===== src/rtl/core/pdll_pkg.sv =====
// Package for the pooled doubly linked list: operation codes, default sizes
// and field widths. No dependencies.
`default_nettype none
package pdll_pkg;
    localparam int NODES_DEF      = 64;
    localparam int DATA_WIDTH_DEF = 32;
    localparam int OP_W  = 3;
    localparam int POS_W = 7;
    localparam int IN_DATA_W = 32;

    localparam logic [OP_W-1:0] OP_PUSH_FRONT = 3'd0;
    localparam logic [OP_W-1:0] OP_PUSH_BACK  = 3'd1;
    localparam logic [OP_W-1:0] OP_POP_FRONT  = 3'd2;
    localparam logic [OP_W-1:0] OP_POP_BACK   = 3'd3;
    localparam logic [OP_W-1:0] OP_INSERT     = 3'd4;
    localparam logic [OP_W-1:0] OP_DELETE     = 3'd5;
    localparam logic [OP_W-1:0] OP_READ       = 3'd6;
    localparam logic [OP_W-1:0] OP_CLEAR      = 3'd7;
endpackage
`default_nettype wire


===== src/rtl/core/pdll_if.sv =====
// Valid/ready channel interfaces for requests and responses.
// Depends on pdll_pkg for field widths.
`default_nettype none
interface pdll_req_if;
    import pdll_pkg::*;
    logic                 valid;
    logic                 ready;
    logic [OP_W-1:0]      operation;
    logic [POS_W-1:0]     position;
    logic [IN_DATA_W-1:0] data_in;
    modport source (output valid, operation, position, data_in, input ready);
    modport sink   (input valid, operation, position, data_in, output ready);
endinterface

interface pdll_rsp_if;
    import pdll_pkg::*;
    logic                 valid;
    logic                 ready;
    logic                 ok;
    logic [IN_DATA_W-1:0] data_out;
    logic [POS_W-1:0]     count;
    modport source (output valid, ok, data_out, count, input ready);
    modport sink   (input valid, ok, data_out, count, output ready);
endinterface
`default_nettype wire


===== src/rtl/core/pdll_mem.sv =====
// Node store: next link, previous link and payload in one synchronous memory
// with one write port and one registered read port. Depends on nothing.
`default_nettype none
module pdll_mem #(
    parameter int AW = 6,
    parameter int W  = 46
) (
    input  wire logic          i_clk,
    input  wire logic          i_we,
    input  wire logic [AW-1:0] i_waddr,
    input  wire logic [W-1:0]  i_wdata,
    input  wire logic [AW-1:0] i_raddr,
    output logic      [W-1:0]  o_rdata
);
    logic [W-1:0] r_mem [2**AW];
    always_ff @(posedge i_clk) begin
        if (i_we) begin
            r_mem[i_waddr] <= i_wdata;
        end
        o_rdata <= r_mem[i_raddr];
    end
endmodule
`default_nettype wire


===== src/rtl/core/pooled_doubly_linked_list.sv =====
// Pooled doubly linked list in a fixed pool of NODES nodes. One request is
// handled at a time. A push or insert first scans the in-use marks for a free
// node, one node per cycle; insert, delete and read also walk the links
// through the node memory, one hop at a time over its single registered read
// port. The response sits in an output register and is held until taken.
// No clearing pass is needed after reset.
`default_nettype none
module pooled_doubly_linked_list #(
    parameter int NODES      = pdll_pkg::NODES_DEF,
    parameter int DATA_WIDTH = pdll_pkg::DATA_WIDTH_DEF
) (
    input  wire logic i_clk,
    input  wire logic i_rst_n,
    pdll_req_if.sink  i_req,
    pdll_rsp_if.source o_rsp
);
    import pdll_pkg::*;

    localparam int AW = $clog2(NODES);
    localparam int LW = AW + 1;       // holds node indices and the none marker
    localparam int CW = (LW > POS_W) ? LW : POS_W;
    localparam int MW = 2 * LW + DATA_WIDTH;
    localparam logic [LW-1:0] NIL = LW'(NODES);

    localparam logic [3:0] S_IDLE  = 4'd0;
    localparam logic [3:0] S_SCAN  = 4'd1;
    localparam logic [3:0] S_DISP  = 4'd2;
    localparam logic [3:0] S_WRD   = 4'd3;  // walk: issue read
    localparam logic [3:0] S_WWAIT = 4'd4;  // walk: data returns
    localparam logic [3:0] S_W1    = 4'd5;  // write step one
    localparam logic [3:0] S_W2    = 4'd6;
    localparam logic [3:0] S_W3    = 4'd7;
    localparam logic [3:0] S_RSP   = 4'd8;
    localparam logic [3:0] S_RDN   = 4'd9;  // read of a neighbor node
    localparam logic [3:0] S_RDNW  = 4'd10;

    logic [3:0]            r_state;
    logic [OP_W-1:0]       r_op;
    logic [CW-1:0]         r_pos;
    logic [DATA_WIDTH-1:0] r_din;
    logic [NODES-1:0]      r_used;
    logic [LW-1:0]         r_head, r_tail, r_len;
    logic [LW-1:0]         r_scan;       // free node found, or counter
    logic [LW-1:0]         r_cur, r_steps;
    logic [LW-1:0]         r_pv, r_nx;
    logic                  r_ok;
    logic [IN_DATA_W-1:0]  r_dout;
    logic                  r_vld;

    logic          we;
    logic [AW-1:0] waddr, raddr;
    logic [MW-1:0] wdata, rdata;
    logic [LW-1:0] rd_next, rd_prev;
    logic [DATA_WIDTH-1:0] rd_pay;

    pdll_mem #(.AW(AW), .W(MW)) u_mem (
        .i_clk(i_clk), .i_we(we), .i_waddr(waddr), .i_wdata(wdata),
        .i_raddr(raddr), .o_rdata(rdata)
    );
    assign rd_next = rdata[MW-1 -: LW];
    assign rd_prev = rdata[MW-LW-1 -: LW];
    assign rd_pay  = rdata[DATA_WIDTH-1:0];

    assign i_req.ready    = (r_state == S_IDLE) && !r_vld;
    assign o_rsp.valid    = r_vld;
    assign o_rsp.ok       = r_ok;
    assign o_rsp.data_out = r_dout;
    assign o_rsp.count    = POS_W'(r_len);

    // Per-request kind of structural update, decided at dispatch.
    localparam logic [2:0] K_FRONT = 3'd0, K_BACK = 3'd1, K_DFRONT = 3'd2;
    localparam logic [2:0] K_DBACK = 3'd3, K_INS = 3'd4, K_DEL = 3'd5, K_READ = 3'd6;
    logic [2:0] r_kind;

    always_comb begin
        we = 1'b0;
        waddr = '0;
        wdata = '0;
        raddr = r_cur[AW-1:0];
        case (r_state)
            S_W1: begin
                we = (r_kind == K_FRONT) || (r_kind == K_BACK) || (r_kind == K_INS);
                waddr = r_scan[AW-1:0];
                wdata = {r_nx, r_pv, r_din};
            end
            S_W2, S_W3: begin
                we = 1'b1;
                waddr = r_cur[AW-1:0];
                wdata = {r_nx, r_pv, rd_pay};
            end
            default: ;
        endcase
    end

    // Neighbor patch: r_cur is the node to rewrite, its old word is read first.
    logic [LW-1:0] r_set_val;
    logic          r_set_next;
    logic          r_second;     // a second neighbor to patch
    logic [LW-1:0] r_cur2, r_val2;
    logic          r_next2;

    always_ff @(posedge i_clk) begin
        if (!i_rst_n) begin
            r_state <= S_IDLE;
            r_used  <= '0;
            r_head  <= NIL;
            r_tail  <= NIL;
            r_len   <= '0;
            r_vld   <= 1'b0;
        end else begin
            if (o_rsp.valid && o_rsp.ready) r_vld <= 1'b0;
            case (r_state)
                S_IDLE: if (i_req.valid && i_req.ready) begin
                    r_op  <= i_req.operation;
                    r_pos <= CW'(i_req.position);
                    r_din <= DATA_WIDTH'(i_req.data_in);
                    r_scan <= '0;
                    r_ok  <= 1'b0;
                    r_dout <= '0;
                    r_second <= 1'b0;
                    r_state <= S_SCAN;
                end
                S_SCAN: begin
                    // Only adding operations scan; others skip at once.
                    if (!(r_op == OP_PUSH_FRONT || r_op == OP_PUSH_BACK ||
                          r_op == OP_INSERT) || r_scan == NIL ||
                        !r_used[r_scan[AW-1:0]]) begin
                        r_state <= S_DISP;
                    end else begin
                        r_scan <= r_scan + 1'b1;
                    end
                end
                S_DISP: begin
                    // Front and back adds set the links of the new node here.
                    if (r_op == OP_PUSH_FRONT || (r_op == OP_INSERT &&
                        (r_len == '0 || r_pos == '0))) begin
                        r_pv <= NIL; r_nx <= r_head;
                    end else if (r_op != OP_INSERT || r_pos >= CW'(r_len)) begin
                        r_pv <= r_tail; r_nx <= NIL;
                    end
                    r_state <= S_RSP;
                    case (r_op)
                        OP_PUSH_FRONT: if (r_scan != NIL) begin
                            r_kind <= K_FRONT; r_state <= S_W1;
                        end
                        OP_PUSH_BACK: if (r_scan != NIL) begin
                            r_kind <= K_BACK; r_state <= S_W1;
                        end
                        OP_INSERT: if (r_scan != NIL) begin
                            if (r_len == '0 || r_pos == '0) begin
                                r_kind <= K_FRONT; r_state <= S_W1;
                            end else if (r_pos >= CW'(r_len)) begin
                                r_kind <= K_BACK; r_state <= S_W1;
                            end else begin
                                r_kind <= K_INS; r_cur <= r_head;
                                r_steps <= LW'(r_pos - 1'b1); r_state <= S_WRD;
                            end
                        end
                        OP_POP_FRONT: if (r_len != '0) begin
                            r_kind <= K_DFRONT; r_cur <= r_head; r_state <= S_WRD;
                            r_steps <= '0;
                        end
                        OP_POP_BACK: if (r_len != '0) begin
                            r_kind <= K_DBACK; r_cur <= r_tail; r_state <= S_WRD;
                            r_steps <= '0;
                        end
                        OP_DELETE: if (r_len != '0) begin
                            r_steps <= '0;
                            if (r_pos == '0) begin
                                r_kind <= K_DFRONT; r_cur <= r_head;
                            end else if (r_pos >= CW'(r_len - 1'b1)) begin
                                r_kind <= K_DBACK; r_cur <= r_tail;
                            end else begin
                                r_kind <= K_DEL; r_cur <= r_head;
                                r_steps <= LW'(r_pos);
                            end
                            r_state <= S_WRD;
                        end
                        OP_READ: if (r_pos < CW'(r_len)) begin
                            r_kind <= K_READ; r_cur <= r_head;
                            r_steps <= LW'(r_pos); r_state <= S_WRD;
                        end
                        default: begin
                            r_used <= '0; r_head <= NIL; r_tail <= NIL;
                            r_len <= '0; r_ok <= 1'b1;
                        end
                    endcase
                end
                S_WRD: r_state <= S_WWAIT;
                S_WWAIT: begin
                    if (r_steps != '0) begin
                        r_cur <= rd_next; r_steps <= r_steps - 1'b1;
                        r_state <= S_WRD;
                    end else begin
                        // r_cur is the target node, rdata its word.
                        r_ok <= 1'b1;
                        case (r_kind)
                            K_READ: begin
                                r_dout <= IN_DATA_W'(rd_pay);
                                r_state <= S_RSP;
                            end
                            K_INS: begin
                                // new node between r_cur and its next
                                r_pv <= r_cur; r_nx <= rd_next;
                                r_set_val <= r_scan; r_set_next <= 1'b1;
                                r_second <= 1'b1; r_cur2 <= rd_next;
                                r_val2 <= r_scan; r_next2 <= 1'b0;
                                r_used[r_scan[AW-1:0]] <= 1'b1;
                                r_len <= r_len + 1'b1;
                                r_state <= S_W1;
                            end
                            default: begin
                                // removal of r_cur
                                r_used[r_cur[AW-1:0]] <= 1'b0;
                                r_len <= r_len - 1'b1;
                                if (rd_prev == NIL || r_kind == K_DFRONT)
                                    r_head <= rd_next;
                                if (rd_next == NIL || r_kind == K_DBACK)
                                    r_tail <= rd_prev;
                                r_second <= 1'b0;
                                if (r_kind == K_DFRONT) begin
                                    r_cur <= rd_next; r_set_val <= NIL;
                                    r_set_next <= 1'b0;
                                    r_state <= (rd_next == NIL) ? S_RSP : S_RDN;
                                end else if (r_kind == K_DBACK) begin
                                    r_cur <= rd_prev; r_set_val <= NIL;
                                    r_set_next <= 1'b1;
                                    r_state <= (rd_prev == NIL) ? S_RSP : S_RDN;
                                end else begin
                                    r_cur <= rd_prev; r_set_val <= rd_next;
                                    r_set_next <= 1'b1; r_second <= 1'b1;
                                    r_cur2 <= rd_next; r_val2 <= rd_prev;
                                    r_next2 <= 1'b0; r_state <= S_RDN;
                                end
                            end
                        endcase
                    end
                end
                S_W1: begin
                    // Write the new node (kinds front, back and insert).
                    r_ok <= 1'b1;
                    if (r_kind == K_FRONT) begin
                        r_used[r_scan[AW-1:0]] <= 1'b1;
                        r_len <= r_len + 1'b1;
                        r_head <= r_scan;
                        if (r_head == NIL) begin
                            r_tail <= r_scan; r_state <= S_RSP;
                        end else begin
                            r_cur <= r_head; r_set_val <= r_scan;
                            r_set_next <= 1'b0; r_state <= S_RDN;
                        end
                    end else if (r_kind == K_BACK) begin
                        r_used[r_scan[AW-1:0]] <= 1'b1;
                        r_len <= r_len + 1'b1;
                        r_tail <= r_scan;
                        if (r_tail == NIL) begin
                            r_head <= r_scan; r_state <= S_RSP;
                        end else begin
                            r_cur <= r_tail; r_set_val <= r_scan;
                            r_set_next <= 1'b1; r_state <= S_RDN;
                        end
                    end else begin
                        r_cur <= r_pv; r_state <= S_RDN;
                    end
                end
                S_RDN: r_state <= S_RDNW;
                S_RDNW: begin
                    r_nx <= r_set_next ? r_set_val : rd_next;
                    r_pv <= r_set_next ? rd_prev : r_set_val;
                    r_state <= S_W2;
                end
                S_W2: begin
                    if (r_second) begin
                        r_second <= 1'b0; r_cur <= r_cur2;
                        r_set_val <= r_val2; r_set_next <= r_next2;
                        r_state <= S_RDN;
                    end else begin
                        r_state <= S_RSP;
                    end
                end
                S_RSP: begin
                    r_vld <= 1'b1; r_state <= S_IDLE;
                end
                default: r_state <= S_IDLE;
            endcase
        end
    end

    a_len_range: assert property (@(posedge i_clk) disable iff (!i_rst_n)
        r_len <= LW'(NODES)) else $error("length past pool size");
    a_empty_nil: assert property (@(posedge i_clk) disable iff (!i_rst_n)
        (r_state == S_IDLE && r_len == '0) |-> (r_head == NIL && r_tail == NIL))
        else $error("empty list with live pointers");
    a_hold: assert property (@(posedge i_clk) disable iff (!i_rst_n)
        (r_vld && !o_rsp.ready) |=> (r_vld && $stable(r_dout)))
        else $error("response lost while stalled");
endmodule
`default_nettype wire

===== src/flat_wrapper.sv =====
// flat-port wrapper written by rule: the top's interface ports become plain ports
module pooled_doubly_linked_list_flat import pdll_pkg::*;
#(
    parameter int NODES      = pdll_pkg::NODES_DEF,
    parameter int DATA_WIDTH = pdll_pkg::DATA_WIDTH_DEF
)
  (i_clk, i_rst_n, i_req_valid, i_req_operation, i_req_position, i_req_data_in, i_req_ready, o_rsp_valid, o_rsp_ok, o_rsp_data_out, o_rsp_count, o_rsp_ready);
  pdll_req_if i_req_i ();
  pdll_rsp_if o_rsp_i ();
  input  wire logic i_clk;
  input  wire logic i_rst_n;
  input wire logic [$bits(i_req_i.valid)-1:0] i_req_valid;
  input wire logic [$bits(i_req_i.operation)-1:0] i_req_operation;
  input wire logic [$bits(i_req_i.position)-1:0] i_req_position;
  input wire logic [$bits(i_req_i.data_in)-1:0] i_req_data_in;
  output wire logic [$bits(i_req_i.ready)-1:0] i_req_ready;
  output wire logic [$bits(o_rsp_i.valid)-1:0] o_rsp_valid;
  output wire logic [$bits(o_rsp_i.ok)-1:0] o_rsp_ok;
  output wire logic [$bits(o_rsp_i.data_out)-1:0] o_rsp_data_out;
  output wire logic [$bits(o_rsp_i.count)-1:0] o_rsp_count;
  input wire logic [$bits(o_rsp_i.ready)-1:0] o_rsp_ready;
  assign i_req_i.valid = i_req_valid;
  assign i_req_i.operation = i_req_operation;
  assign i_req_i.position = i_req_position;
  assign i_req_i.data_in = i_req_data_in;
  assign i_req_ready = i_req_i.ready;
  assign o_rsp_valid = o_rsp_i.valid;
  assign o_rsp_ok = o_rsp_i.ok;
  assign o_rsp_data_out = o_rsp_i.data_out;
  assign o_rsp_count = o_rsp_i.count;
  assign o_rsp_i.ready = o_rsp_ready;
  pooled_doubly_linked_list #(.NODES(NODES), .DATA_WIDTH(DATA_WIDTH)) u_core (.i_clk(i_clk), .i_rst_n(i_rst_n), .i_req(i_req_i), .o_rsp(o_rsp_i));
endmodule

===== config.mk =====
export PLATFORM = sky130hd
export DESIGN_NAME = pooled_doubly_linked_list_flat
export DESIGN_NICKNAME = d
export VERILOG_FILES = /design/src/rtl/core/pdll_pkg.sv /design/src/rtl/core/pdll_if.sv /design/src/rtl/core/pdll_mem.sv /design/src/rtl/core/pooled_doubly_linked_list.sv /design/src/flat_wrapper.sv
export SDC_FILE = /design/constraint.sdc
export NUM_CORES = 2
export LEC_CHECK = 0
export BUFFER_PORTS_ARGS = -buffer_cell sky130_fd_sc_hd__buf_2
export CAP_MARGIN = 30
export CORE_MARGIN = 4
export CORE_UTILIZATION = 34
export DETAILED_ROUTE_END_ITERATION = 6
export HOLD_SLACK_MARGIN = 0.1
export MAX_ROUTING_LAYER = met4
export RECOVER_POWER = 25
export SYNTH_ARGS = -nofsm -noshare
export SYNTH_HDL_FRONTEND = slang
export SYNTH_SLANG_ARGS = --single-unit

===== constraint.sdc =====
create_clock -name i_clk -period 7.9 [get_ports i_clk]
set_input_delay 0.395 -clock i_clk [delete_from_list [all_inputs] [get_ports i_clk]]
set_output_delay 0.395 -clock i_clk [all_outputs]
set_load 0.01 [all_outputs]

Word level (Yosys, flattened, before mapping)
Memories as Yosys holds them, arrays and structs flattened. A register that Yosys moved wholly into a read port is not among the register bits.
Index checks and enable logic that the tools add are counted.
{ "classes": {"add_sub_neg": 5, "order_cmp": 7, "n_eq_ne": 68, "n_mux": 159, "bitwise": 5, "reduce_logical": 59} }
{ "op_table": {"columns": ["op", "count"], "rows": [
  ["two-way mux 7 bit", 67],
  ["two-way mux 64 bit", 4],
  ["case mux 64 bit (3 select lines)", 1],
  ["case mux 64 bit (2 select lines)", 1],
  ["case mux 7 bit (3 select lines)", 6],
  ["two-way mux 32 bit", 3],
  ["case mux 46 bit (2 select lines)", 1],
  ["case mux 7 bit (2 select lines)", 6],
  ["bitwise AND 64 bit", 1],
  ["NOT 64 bit", 1],
  ["bitwise OR 64 bit", 1],
  ["case mux 32 bit (2 select lines)", 1],
  ["case mux 7 bit (4 select lines)", 2],
  ["two-way mux 4 bit", 11],
  ["two-way mux 3 bit", 12],
  ["case mux 4 bit (9 select lines)", 1],
  ["equality test 7 bit, second input constant", 5],
  ["case mux 7 bit (5 select lines)", 1],
  ["two-way mux 1 bit", 28],
  ["inequality test 2 x 1 -> 1 bit, second input constant", 13],
  ["AND reduction 5 bit", 5],
  ["inequality test 3 x 2 -> 1 bit, second input constant", 7],
  ["case mux 3 bit (7 select lines)", 1],
  ["nonzero test 7 bit", 3],
  ["other kinds (49)", 121]
]} }
{ "totals": {"reg_bits": 227, "ram_bits": 2944, "in_bits": 46, "out_inout_bits": 42, "word_cells": 327, "mem_count": 1} }
{ "mem_list": {"columns": ["memory", "words", "width", "read_ports", "rd_ports_with_merged_regs", "wr", "line_no", "source"], "rows": [
  ["u_core.u_mem.r_mem", 64, 46, 1, 1, 1, "pdll_mem.sv:15", "logic [W-1:0] r_mem [2**AW];"]
]} }

Logic depth before layout (Yosys ltp)
{ "logic_depth": {"word_depth": 9, "ltp_mapped": 13, "ltp_nobuf": 11} }

Cells and area by module
From an unflattened synthesis, not the netlist that was laid out.
{ "unflattened": {"hier_cells": 6100, "hier_area_um2": 124983.6} }
{ "modules_own_cells": {"columns": ["module", "instances", "cells_each", "area_each_um2"], "rows": [
  ["pdll_mem", 1, 4786, 112181.3],
  ["pooled_doubly_linked_list", 1, 1314, 12802.3]
]} }

Worst setup path before layout
OpenSTA, ideal clock, no wires.
{ "synth_path": {"path_kind": "flip-flop to flip-flop", "startpoint": "register u_core.r_cur[0]", "endpoint": "memory u_core.u_mem.r_mem[15][0] (enable)", "setup_ns": 0.450, "arrival_ns": 3.891, "required_time_ns": 7.450, "setup_slack_ns": 3.559, "path_stages_with_launch": 10, "n_path_buf": 5, "period_less_slack_ns": 4.341, "cell_sequence": "edfxtp_1 > buf_4 > buf_6 > buf_6 > buf_4 > buf_4 > nand2_1 > a21oi_1 > nand4_1 > nor2_1"} }
{ "synth_via": {"elab_chain_len": 1} }
{ "synth_rtl": {"columns": ["element", "line_no", "source"], "rows": [
  ["from (decl)", "pooled_doubly_linked_list.sv:44", "logic [LW-1:0] r_cur, r_steps;"],
  ["from (signal assigned)", "pooled_doubly_linked_list.sv:192", "r_cur <= rd_next; r_steps <= r_steps - 1'b1;"],
  ["from (signal assigned)", "pooled_doubly_linked_list.sv:230", "r_cur <= rd_prev; r_set_val <= rd_next;"],
  ["from (signal assigned)", "pooled_doubly_linked_list.sv:249", "r_cur <= r_head; r_set_val <= r_scan;"],
  ["case mux 6 bit (2 select lines)", "pooled_doubly_linked_list.sv:80", "case (r_state)"],
  ["to (decl)", "pdll_mem.sv:15", null]
]} }
Every way passes these cells.

Worst setup path in the final report
{ "layout_path": {"startpoint": "register u_core.r_state[0]", "endpoint": "memory u_core.u_mem.r_mem[36][23], data pin"} }
{ "layout_via": {"elab_chain_len": 3, "elab_cells_between_ends": 5, "cone_classes": "eq/ne: 3; mux: 1; reduce/logical: 1"} }
{ "layout_rtl": {"columns": ["element", "line_no", "source"], "rows": [
  ["from (decl)", "pooled_doubly_linked_list.sv:37", "logic [3:0] r_state;"],
  ["from (signal assigned)", "pooled_doubly_linked_list.sv:224", "r_state <= (rd_next == NIL) ? S_RSP : S_RDN;"],
  ["from (signal assigned)", "pooled_doubly_linked_list.sv:228", "r_state <= (rd_prev == NIL) ? S_RSP : S_RDN;"],
  ["equality test 4 x 3 -> 1 bit", "pooled_doubly_linked_list.sv:80", null],
  ["OR reduction 2 bit", "pooled_doubly_linked_list.sv:80", null],
  ["case mux 46 bit (2 select lines) (*)", "pooled_doubly_linked_list.sv:80", null],
  ["net u_core.u_mem.i_wdata[23]", "pdll_mem.sv:11", "input wire logic [W-1:0] i_wdata,"]
]} }
The timed path passes the listed nets; every way through them passes the cells marked *.

==> impl_results.md <==
* Status: finished, violations left
* Failing checks: DRC, capacitance limit, slew limit
* Number of top-level pins at 88
* Sequential power share at 0.515
* Multi-input logic area at 28450 um^2
* EDFF count, synth at ~3100
* Setup crit end kind: flip-flop
* CP startpoint kind: flip-flop
* Worst Tran Pin Value at 4.420 ns
* Origin of the worst min-delay path: i_rst_n
* Via count at 79340
* Ys flop type: edfxtp_1
* Starting density of the core at 0.3424
* Placement row count at 222
* DP HPWL at 274200 um
* Total gr overflow at 0
* Leakage power at between 40 and 50 nW
* Area growth from synthesis to layout at 15.31%
* Rel. slew slack at -1.947
* Yosys warning count at 0
* Clk network pwr share at 0.441
* Violation count after the first detailed-route iteration at 15560
* Max Cap Viol at 15
* RSZ-0062 raised after global routing: false
* CTS Root Cell: clkbuf_16
* Clk buf depth at 4
* Most common cell after layout, fill and taps aside: edfxtp_1
* Power Dens Cells at 250.4 nW/um^2
* Slew Viols, Final at 741
* Syn_area_per_cell at 17.24 um^2
* Vias/cell at around 6.3
* DR WL/cell at ~37 um
* Clock Skews at 0.06391 ns
* Reg2reg end: u_core.u_mem.r_mem[36][23]
* Clock-pin slew on the worst setup and hold paths at 0.06 ns
* DRC at 4
* Share of cells above drive strength 1 at 0.1778
* R2R depth at 3
* Layout Nets at ~7600
* Hold Path End: u_core.r_head[6]
* Core area at approximately 370000 um^2
* Hold path depth at 3
* Synth cell types at between 90 and 100
* VDD IR max at 174.5 uV
* Worst slack, placed at 2.670 ns
* CTS tree: built
* Setup ws final at between 1 and 1.5 ns
* Gr usage total at 0.2436
* Cells after Synth at 7281
* Worst-skew pair later-pin latency at between 0.9 and 1 ns
* Drt pass-1 iters at 7
* Final setup viols at 0
* Placer Congestion at 0.9386
* Min Tclk post-route at 6.511 ns
* Fmax at 153.6 MHz
* Sw Share at 0.2243
* Fillers at 32930
* Setup TNS at 0 ns
* Post-Layout Cell Count at 12670
* PortBufs at 87
* Syn nets at ~7300
* Die H at 615.7 um
* Placed Cells at around 12000
* Combinational power share at 0.045
* Chip Width at 615.7 um
* Vias in the first global route at about 75000
* Fin crit share at 0.8241
* Num CTS Buffers at 332
* Final Hold Viols at 0
* Post-route ant nets at 0
* Register Area at 95210 um^2
* Internal Pwr Total at 0.02813 W
* Worst endpoint required time at 8.20 ns
* Worst R2R Start: u_core.r_state[0]
* Pin count of the biggest net entering global routing at 88
* Worst Hold Class: in2reg
* H-Tree Depth at 5
* First-pass GRT wire length at 632500 um
* Reg2reg setup slack at 1.39 ns
* Switch Pwr at 0.008132 W
* Sequential share of the synthesized area at 0.7583
* Synthesized cell area at between 100000 and 150000 um^2
* Arrival @ worst endpoint at between 6 and 7 ns
* Most frequent cells in the layout: 3080 x edfxtp_1, 335 x clkbuf_16, 333 x mux2i_1
* CTS Sinks at 3216
* Flip-flop and latch count after synthesis at approximately 3200
* DRT Wirelength at 467900 um
* FFs w/ async S/R, synth at 0
* Post-CTS sizing at 0
* Initial antenna violation count at 38
* CP max FO at 64
* Die area at between 300000 and 400000 um^2
* Kind of critical path: reg2reg
[layout make-up]
cell class / instances / share of cell area
Tap cell: 4816 / 0.04162
Inverter: 36 / 0.001037
Antenna cell: 28 / 0.0004840
Timing Repair Buffer: 454 / 0.02647
Sequential cell: 3216 / 0.6577
Multi-Input combinational cell: 3514 / 0.1965
Clock inverter: 182 / 0.01463
Clock buffer: 421 / 0.06159
[worst max-delay path: stages (launching register included)]
cell      delay [ns]
dfxtp_1         0.75
and4bb_1        0.47
clkbuf_1        2.07
a22o_1          2.48
[repair_timing]
| action | 4_1_cts | 5_1_grt |
|---|---|---|
| endpoints found under the hold margin | 43 | 0 |
| hold buffers | 43 | 0 |
| buffers inserted | 0 | 0 |
| setup endpoints to repair | 0 | 0 |
[metrics by stage]
step                      hold WS, ns  cell area (um^2)  total power [W]  utilization
after floorplan                0.4515            125600          0.01976            -
after global placement         0.4605            132800          0.02053       0.3623
after detailed placement       0.4730            133400          0.02055       0.3638
after CTS                      0.1415            144800          0.03625       0.3950
after global routing           0.1767            144800          0.03706       0.3948
final                          0.1657            144800          0.03626       0.3949
[metal layers]
metal,routed length (um),GRT usage,share of wire
met1,172500,0.3231,0.37
met2,201000,0.3429,0.43
met5,0,-,0
met3,74560,0.08325,0.16
met4,19720,0.09600,0.042
[power groups by stage]
stage | sequential (W) | clock [W] | combinational (W)
floorplan | 0.0189 | 0 | 0.000848
global placement | 0.0190 | 0 | 0.00152
detailed placement | 0.0190 | 0 | 0.00154
CTS | 0.0186 | 0.0160 | 0.00157
global route | 0.0186 | 0.0168 | 0.00165
finish | 0.0187 | 0.0160 | 0.00162
[worst max path at each step]
stage | start | endpoint | slack (ns) | cells past startpoint
finish | u_core.r_state[0] | u_core.u_mem.r_mem[36][23] | 1.39 | 3
detailed placement | u_core.r_state[2] | u_core.u_mem.r_mem[62][27] | 2.67 | 7
global route | u_core.r_state[0] | u_core.u_mem.r_mem[22][23] | 1.24 | 3
floorplan | u_core.r_cur[0] | u_core.u_mem.r_mem[15][0] | 3.56 | 9
global placement | u_core.r_state[1] | u_core.u_mem.r_mem[62][27] | 2.79 | 8
CTS | u_core.r_state[2] | u_core.u_mem.r_mem[38][21] | 2.63 | 8
[Yosys cell counts, types with 53 or more instances]
| master | instances | share of area |
|---|---|---|
| nor2_1 | 304 | 0.0091 |
| a221o_1 | 93 | 0.0074 |
| buf_1 | 53 | 0.0016 |
| a22oi_1 | 319 | 0.019 |
| mux4_2 | 160 | 0.029 |
| a21oi_1 | 280 | 0.011 |
| a221oi_1 | 258 | 0.018 |
| nand2_1 | 284 | 0.0085 |
| mux2i_1 | 333 | 0.027 |
| o211ai_1 | 85 | 0.0051 |
| buf_2 | 211 | 0.0084 |
| dfxtp_1 | 136 | 0.022 |
| nand3_1 | 56 | 0.0022 |
| and2_1 | 58 | 0.0029 |
| a22o_1 | 92 | 0.0064 |
| edfxtp_1 | 3080 | 0.74 |
| o21ai_0 | 228 | 0.0091 |
| clkbuf_1 | 172 | 0.0051 |
| buf_4 | 60 | 0.0036 |
| o221ai_1 | 53 | 0.0037 |
| o22ai_1 | 148 | 0.0074 |
| mux2_2 | 237 | 0.021 |
[cells by family after synthesis]
logic type      Yosys count  share of synthesized area
simple gates            904                    0.03371
fa+ha+maj                20                   0.001993
buf+inv                 551                    0.02151
xor+xnor                 19                   0.001325
mux                     734                    0.07689
compound gates         1837                     0.1062
flops                  3216                     0.7583
[state kept, by name, indices dropped and copies added (netlist names), 4 cells and up]
register,cells
u_core.u_mem.r_mem,2944
u_core.r_din,32
u_core.u_mem.o_rdata,46
u_core.r_used,64
u_core.r_state,4
u_core.o_rsp.data_out,32
u_core.r_steps,7
u_core.r_head,7
u_core.o_rsp.count,7
u_core.r_pos,7
u_core.r_set_val,7
u_core.r_tail,7
u_core.r_nx,7
u_core.r_cur2,7
u_core.r_scan,7
u_core.r_pv,7
u_core.r_cur,7
u_core.r_val2,7
Note: power is estimated with default switching activity, not from simulation.
